--- src/rtl/scr_pkg.sv ---
package scr_pkg;

   localparam int CHANNEL_BITS     = 8;
   localparam int LINEAR_FRAC_BITS = 16;
   localparam int RATIO_FRAC_BITS  = 11;

   localparam int CH_COUNT = 1 << CHANNEL_BITS;
   localparam int CH_MAX   = CH_COUNT - 1;
   localparam int NUM_CH   = 6;

   localparam int LIN_W    = LINEAR_FRAC_BITS + 1;
   localparam int PROD_W   = LINEAR_FRAC_BITS + 13;
   localparam int LUMA_W   = LINEAR_FRAC_BITS + 14;
   localparam int INT_BITS = 5;
   localparam int QUOT_W   = INT_BITS + RATIO_FRAC_BITS;
   localparam int RATIO_W  = 16;
   localparam int SAT_W    = QUOT_W + RATIO_W;

   localparam int unsigned LIN_DEN = 1292 * CH_MAX;
   localparam int unsigned POW_DEN = 1055 * CH_MAX;

   localparam logic [PROD_W-1:0] WEIGHT_R = PROD_W'(2126);
   localparam logic [PROD_W-1:0] WEIGHT_G = PROD_W'(7152);
   localparam logic [PROD_W-1:0] WEIGHT_B = PROD_W'(722);

   localparam logic [LUMA_W-1:0] LUMA_OFFSET = LUMA_W'(500) << LINEAR_FRAC_BITS;
   localparam logic [QUOT_W-1:0] RATIO_ONE   = QUOT_W'(1) << RATIO_FRAC_BITS;
   localparam logic [RATIO_W-1:0] RATIO_MAX  = {RATIO_W{1'b1}};

   localparam logic [63:0] Q30_ONE = 64'd1 << 30;

   typedef logic [LIN_W-1:0] lin_table_type [CH_COUNT];

   typedef struct packed {
      logic              valid;
      logic [LUMA_W-1:0] rem;
      logic [LUMA_W-1:0] den;
      logic [QUOT_W-1:0] bits;
      logic [QUOT_W-1:0] quot;
   } div_stage_type;

   function automatic logic [63:0] q30_mul(input logic [63:0] a, input logic [63:0] b);
      logic [63:0] p;
      p = a * b;
      return p >> 30;
   endfunction

   function automatic logic [63:0] q30_pow5(input logic [63:0] y);
      logic [63:0] p;
      p = q30_mul(y, y);
      p = q30_mul(p, y);
      p = q30_mul(p, y);
      return q30_mul(p, y);
   endfunction

   // The transfer curve is evaluated once, while the design is elaborated.
   function automatic lin_table_type build_lin_table();
      lin_table_type tab;
      logic [63:0]   c;
      logic [63:0]   t;
      logic [63:0]   s;
      logic [63:0]   lo;
      logic [63:0]   hi;
      logic [63:0]   mid;
      logic [63:0]   p;
      logic [63:0]   num;
      for (int i = 0; i < CH_COUNT; i++) begin
         c = 64'(i);
         if (c * 64'd100000 <= 64'(4045 * CH_MAX)) begin
            num = ((64'd100 * c) << LINEAR_FRAC_BITS) + 64'(LIN_DEN / 2);
            num = num / LIN_DEN;
            tab[i] = num[LIN_W-1:0];
         end else begin
            t  = ((64'd1000 * c + 64'(55 * CH_MAX)) << 30) / POW_DEN;
            s  = q30_mul(t, t);
            lo = 64'd0;
            hi = Q30_ONE;
            for (int k = 0; k < 32; k++) begin
               if (lo < hi) begin
                  mid = (lo + hi + 64'd1) >> 1;
                  if (q30_pow5(mid) <= s) begin
                     lo = mid;
                  end else begin
                     hi = mid - 64'd1;
                  end
               end
            end
            p   = q30_mul(s, lo);
            num = (p + (64'd1 << (29 - LINEAR_FRAC_BITS))) >> (30 - LINEAR_FRAC_BITS);
            tab[i] = num[LIN_W-1:0];
         end
      end
      return tab;
   endfunction

   localparam lin_table_type LIN_TABLE = build_lin_table();

endpackage

--- src/rtl/scr_div_step.sv ---
module scr_div_step
   import scr_pkg::*;
(
   input  logic          clock,
   input  logic          reset,
   input  div_stage_type stage_cur,
   output div_stage_type stage_nxt
);

   div_stage_type     stage_ff;
   div_stage_type     stage_in;
   logic [LUMA_W:0]   trial;
   logic [LUMA_W:0]   diff;
   logic              qbit;

   always_comb begin
      trial    = {stage_cur.rem, stage_cur.bits[QUOT_W-1]};
      diff     = trial - {1'b0, stage_cur.den};
      qbit     = (trial >= {1'b0, stage_cur.den});
      stage_in = stage_cur;
      stage_in.rem  = qbit ? diff[LUMA_W-1:0] : trial[LUMA_W-1:0];
      stage_in.bits = {stage_cur.bits[QUOT_W-2:0], 1'b0};
      stage_in.quot = {stage_cur.quot[QUOT_W-2:0], qbit};
   end

   always_ff @(posedge clock) begin
      if (reset) begin
         stage_ff.valid <= 1'b0;
      end else begin
         stage_ff <= stage_in;
      end
   end

   assign stage_nxt = stage_ff;

endmodule

--- src/rtl/scr_divider.sv ---
module scr_divider
   import scr_pkg::*;
(
   input  logic               clock,
   input  logic               reset,
   input  logic               luma_valid,
   input  logic [LUMA_W-1:0]  luma_a,
   input  logic [LUMA_W-1:0]  luma_b,
   output logic               out_valid,
   output logic [RATIO_W-1:0] ratio
);

   logic               entry_valid_ff;
   logic [LUMA_W-1:0]  num_ff;
   logic [LUMA_W-1:0]  den_ff;
   logic [LUMA_W-1:0]  num_in;
   logic [LUMA_W-1:0]  den_in;
   div_stage_type      stage [QUOT_W+1];
   logic               out_valid_ff;
   logic [RATIO_W-1:0] ratio_ff;
   logic [RATIO_W-1:0] ratio_in;
   logic [SAT_W-1:0]   quot_wide;

   always_comb begin
      if (luma_a > luma_b) begin
         num_in = luma_a + LUMA_OFFSET;
         den_in = luma_b + LUMA_OFFSET;
      end else begin
         num_in = luma_b + LUMA_OFFSET;
         den_in = luma_a + LUMA_OFFSET;
      end
   end

   always_ff @(posedge clock) begin
      if (reset) begin
         entry_valid_ff <= 1'b0;
      end else begin
         entry_valid_ff <= luma_valid;
      end
   end

   always_ff @(posedge clock) begin
      num_ff <= num_in;
      den_ff <= den_in;
   end

   // The quotient stays below 32, so the top bits of the scaled dividend start below the divisor.
   always_comb begin
      stage[0].valid = entry_valid_ff;
      stage[0].rem   = LUMA_W'(num_ff >> INT_BITS);
      stage[0].den   = den_ff;
      stage[0].bits  = {num_ff[INT_BITS-1:0], RATIO_FRAC_BITS'(0)};
      stage[0].quot  = '0;
   end

   for (genvar g = 0; g < QUOT_W; g++) begin : g_step
      scr_div_step u_step (
         .clock     (clock),
         .reset     (reset),
         .stage_cur (stage[g]),
         .stage_nxt (stage[g+1])
      );
   end

   always_comb begin
      quot_wide = SAT_W'(stage[QUOT_W].quot);
      if (quot_wide > SAT_W'(RATIO_MAX)) begin
         ratio_in = RATIO_MAX;
      end else begin
         ratio_in = quot_wide[RATIO_W-1:0];
      end
   end

   always_ff @(posedge clock) begin
      if (reset) begin
         out_valid_ff <= 1'b0;
      end else begin
         out_valid_ff <= stage[QUOT_W].valid;
      end
   end

   always_ff @(posedge clock) begin
      ratio_ff <= ratio_in;
   end

   assign out_valid = out_valid_ff;
   assign ratio     = ratio_ff;

   a_entry_order: assert property (@(posedge clock) disable iff (reset)
      entry_valid_ff |-> (den_ff <= num_ff))
      else $error("divisor exceeds dividend at divider entry");

   a_rem_bound: assert property (@(posedge clock) disable iff (reset)
      stage[QUOT_W].valid |-> (stage[QUOT_W].rem < stage[QUOT_W].den))
      else $error("final remainder not below divisor");

   a_ratio_floor: assert property (@(posedge clock) disable iff (reset)
      stage[QUOT_W].valid |=> (SAT_W'(ratio_ff) >= SAT_W'(RATIO_ONE)))
      else $error("ratio below one");

endmodule

--- config.mk ---
export PLATFORM = sky130hd
export DESIGN_NAME = scr_divider
export DESIGN_NICKNAME = d
export VERILOG_FILES = /design/src/rtl/scr_pkg.sv /design/src/rtl/scr_div_step.sv /design/src/rtl/scr_divider.sv
export SDC_FILE = /design/constraint.sdc
export NUM_CORES = 2
export LEC_CHECK = 0
export ABC_AREA = 1
export BUFFER_PORTS_ARGS = -buffer_cell sky130_fd_sc_hd__buf_2
export CAP_MARGIN = 0
export CORE_MARGIN = 2
export CORE_UTILIZATION = 59
export DETAILED_ROUTE_END_ITERATION = 12
export PLACE_DENSITY = 0.78
export SLEW_MARGIN = 20
export SYNTH_ARGS = -nofsm -noshare
export SYNTH_HDL_FRONTEND = slang
export SYNTH_SLANG_ARGS = --single-unit
--- constraint.sdc ---
create_clock -name clock -period 21 [get_ports clock]
set_input_delay 0 -clock clock [delete_from_list [all_inputs] [get_ports clock]]
set_output_delay 0 -clock clock [all_outputs]
set_load 0.01 [all_outputs]
==> impl_metrics.toml <==
[clocking]
root_buffer = "clkbuf_16"
clkSinkCount = 1140
ctsResizeCount = 0
post_cts_buffers = 0
clockBufferDepth = 3
clk_latency_ns = 0.76
cts_made_buffers = 119
path_clk_slew_ns = 0.07
cts_hold_buf = 146
cts_tree = "yes"
h-tree-depth = 3

[detailed_routing]
wl_per_cell_um = 17.9
drt-total-wl_mm = 230
vias = 68877
drtIter0Drc = 7749
viasPerCell = 5.35
ant_nets = 0
drc = 0
first_pass_iters = 8

[place]
placed_cell_area_um2 = 80800
pre_cts_ws_ns = 15.05
io_buffers = 79
hpwlAfterDp_mm = 180
placedCellCount = 12501
gp_congestion = 0.982

[floorplanning]
pin_count = 80
core_um2 = 133000
die_y_um = 370
start_util = 0.592
dieArea_um2 = 137000
die_w_um = 370
placementRows = 134

[power]
p_per_area_nw_per_um2 = 138
p_leak_nw = 45.5
peakVddDrop_v = 0.0000871

[logic_synthesis]
synth_area_leader_cell = "edfxtp_1"
ys_ff_latch = 1140
synth.net_count = 11346
synthTopCellsByArea = "edfxtp_1 40%, nand2_1 19%, inv_1 11%, ha_1 8.0%, nand3_1 6.9%"
ys_async_sr_fraction = 0
synth_top_family_by_area = "simple AND/OR/NAND/NOR gates"
synth_top_area_share = 0.398
syn_avg_cell_area_um2 = 7.33
yosysSeqAreaShare = 0.422
synth_cells = 10761
synth_compound_area_frac = 0.0279
netlist_area_um2 = 78900
synth.mux.area_fraction = 0
synthSimpleGateAreaFrac = 0.319
synthFlopType = "edfxtp_1"
synth_edf_count = 1046
synth.distinct_cells = 44
synth_xor_area_frac = 0.0242
yosys.area_share.adder = 0.0842
yosysWarnings = 0

[cells_and_area]
final_nets = 11585
drive_above_1_share = 0.0340
final_area_um2 = 86200
instances_no_fill = 12867
syn_to_final_growth_pct = 9.23
final_core_utilization = 0.647
fill_cells = 11771

[sta]
tns_ns = 0
slew_headroom = 0.267
rsz0062_at_grt = "false"
finalHoldViolCount = 0
setup_viol = 0
fin_skew_ns = 0.0390
min_period_ns = 5.73
drv_slew = 0
fin_crit_sh = 0.273
final.setup.worst_slack_ns = 15.27
worst_slew_pin_slew_ns = 1.10
max_freq_mhz = 174

[critical_path]
crit_type = "primary input to flop"
path_cells = "dlygate4sd3_1 > buf_2 > clkinvlp_4 > buf_4 > buf_4 > buf_4 > buf_4 > buf_4 > buf_4"
cp.arrival_ns = 6.09
slowest_delay_ns = 0.91
start_kind = "primary input"
cp_slowest_cell = "buf_4"
worst_setup_path_end_kind = "flop"
required_ns = 21.36
cp_max_fo = 85
crit_top_cell = "buf_4"
r2r_slack_ns = 17.71

[grt]
grt_max_degree = 173
grt_pass1_wl_mm = 352
grt_overflow = 0
first_global_vias = 63252
track_usage = 0.332
antenna_found_initial = 4

[outcome]
status = "completed"

[flow_run]
drv_cap = 0

[worst_hold_path]
worstHoldPathType = "primary input to flop"
## registers in the layout (all words and copies together) (netlist names)
name                     count
out_valid                    1
num_ff                      30
den_ff                      30
ratio                       16
entry_valid_ff               1
g_step.u_step.stage_nxt   1062
## cells in the mapped netlist (6+ instances only)
library cell  count
o21ai_0          67
nor2_2            8
buf_4            35
dfxtp_1          94
clkbuf_1         15
fa_1             15
and2_0           11
nor3_2           19
nand3b_1         63
a31oi_1           6
o21ai_1          49
nand3_2          16
xnor2_1          17
nor2_1          629
o21bai_1         16
nand4_1         114
ha_1            507
xor2_1          201
and2_1           47
edfxtp_1       1046
nand3_1        1084
inv_1          2322
a21boi_0         11
nor3_1           63
nand2_1        3918
or2_2             9
buf_2            36
buf_6            40
or2_1             7
a21oi_1         246
nand2_2          15
## power by group
part / switching, W / total (W) / internal, W
Combinational: 0.00413 / 0.00608 / 0.00195
Sequential: 0.000442 / 0.00373 / 0.00328
Clock: 0.000907 / 0.00212 / 0.00122
Total: 0.00547 / 0.0119 / 0.00645
## area by class of cell
| cell class | instances | area, um^2 | area share |
|---|---|---|---|
| clock buffers | 149 | 3200 | 0.0372 |
| repair buffers | 245 | 2020 | 0.0234 |
| diodes | 1 | 2.50 | 0.0000290 |
| flip-flops and latches | 1140 | 33300 | 0.386 |
| well taps | 1768 | 2210 | 0.0257 |
| multi-input cells | 7170 | 36000 | 0.418 |
| clock inverters | 70 | 726 | 0.00842 |
| inverters | 2324 | 8730 | 0.101 |
## critical path, delay by kind of cell
kind,cells,cell delay [ns]
buf+inv,9,5.88
## metrics by stage
| stage | hold WS [ns] | total power [W] |
|---|---|---|
| 6_report | 0.0669 | 0.0119 |
| 4_1_cts | 0.00149 | 0.0118 |
| 2_1_floorplan | 0.103 | 0.00796 |
| 3_3_place_gp | 0.219 | 0.00952 |
| 5_1_grt | 0.0578 | 0.0128 |
| 3_5_place_dp | 0.222 | 0.00962 |
## final timing paths
| check | start | end | depth (start not counted) |
|---|---|---|---|
| min | luma_a[15] | num_ff[15] | 4 |
| min reg2reg | g_step[15].u_step.stage_nxt[15] | ratio[15] | 0 |
| max | reset | g_step[8].u_step.stage_nxt[67] | 9 |
| max reg2reg | g_step[13].u_step.stage_nxt[58] | g_step[14].u_step.stage_nxt[84] | 10 |
## routing by layer
layer,track usage,share of wire
met1,0.479,0.45
met2,0.518,0.44
met3,0.0467,0.084
met4,0.102,0.033
met5,0,0.000087
## logic make-up after synthesis
kind of cell / after synthesis
adder cells (fa/ha/maj): 522
XOR/XNOR: 218
flip-flops: 1140
AND/OR/NAND/NOR: 6020
buffers and inverters: 2451
AO/OA/AOI/OAI: 410
## layout by cell type (no fill, tap or decap), types with 11 or more instances in the layout
cell type,instances
inv_1,2321
dlygate4sd3_1,146
and2_1,47
a21oi_1,246
xnor2_1,17
clkbuf_1,20
xor2_1,201
nand2_1,3916
clkinv_2,16
ha_1,507
clkinv_1,12
o21ai_0,67
nand4_1,114
a21boi_0,11
buf_4,19
clkbuf_16,120
and2_0,11
dfxtp_1,94
buf_2,79
nand3_2,16
clkinvlp_4,12
o21bai_1,16
nor3_2,19
edfxtp_1,1046
bufinv_16,11
nor2_1,629
nand2_2,16
nor3_1,63
nand3_1,1084
fa_1,15
o21ai_1,49
nand3b_1,63
Power figures use the tool's default switching activity.
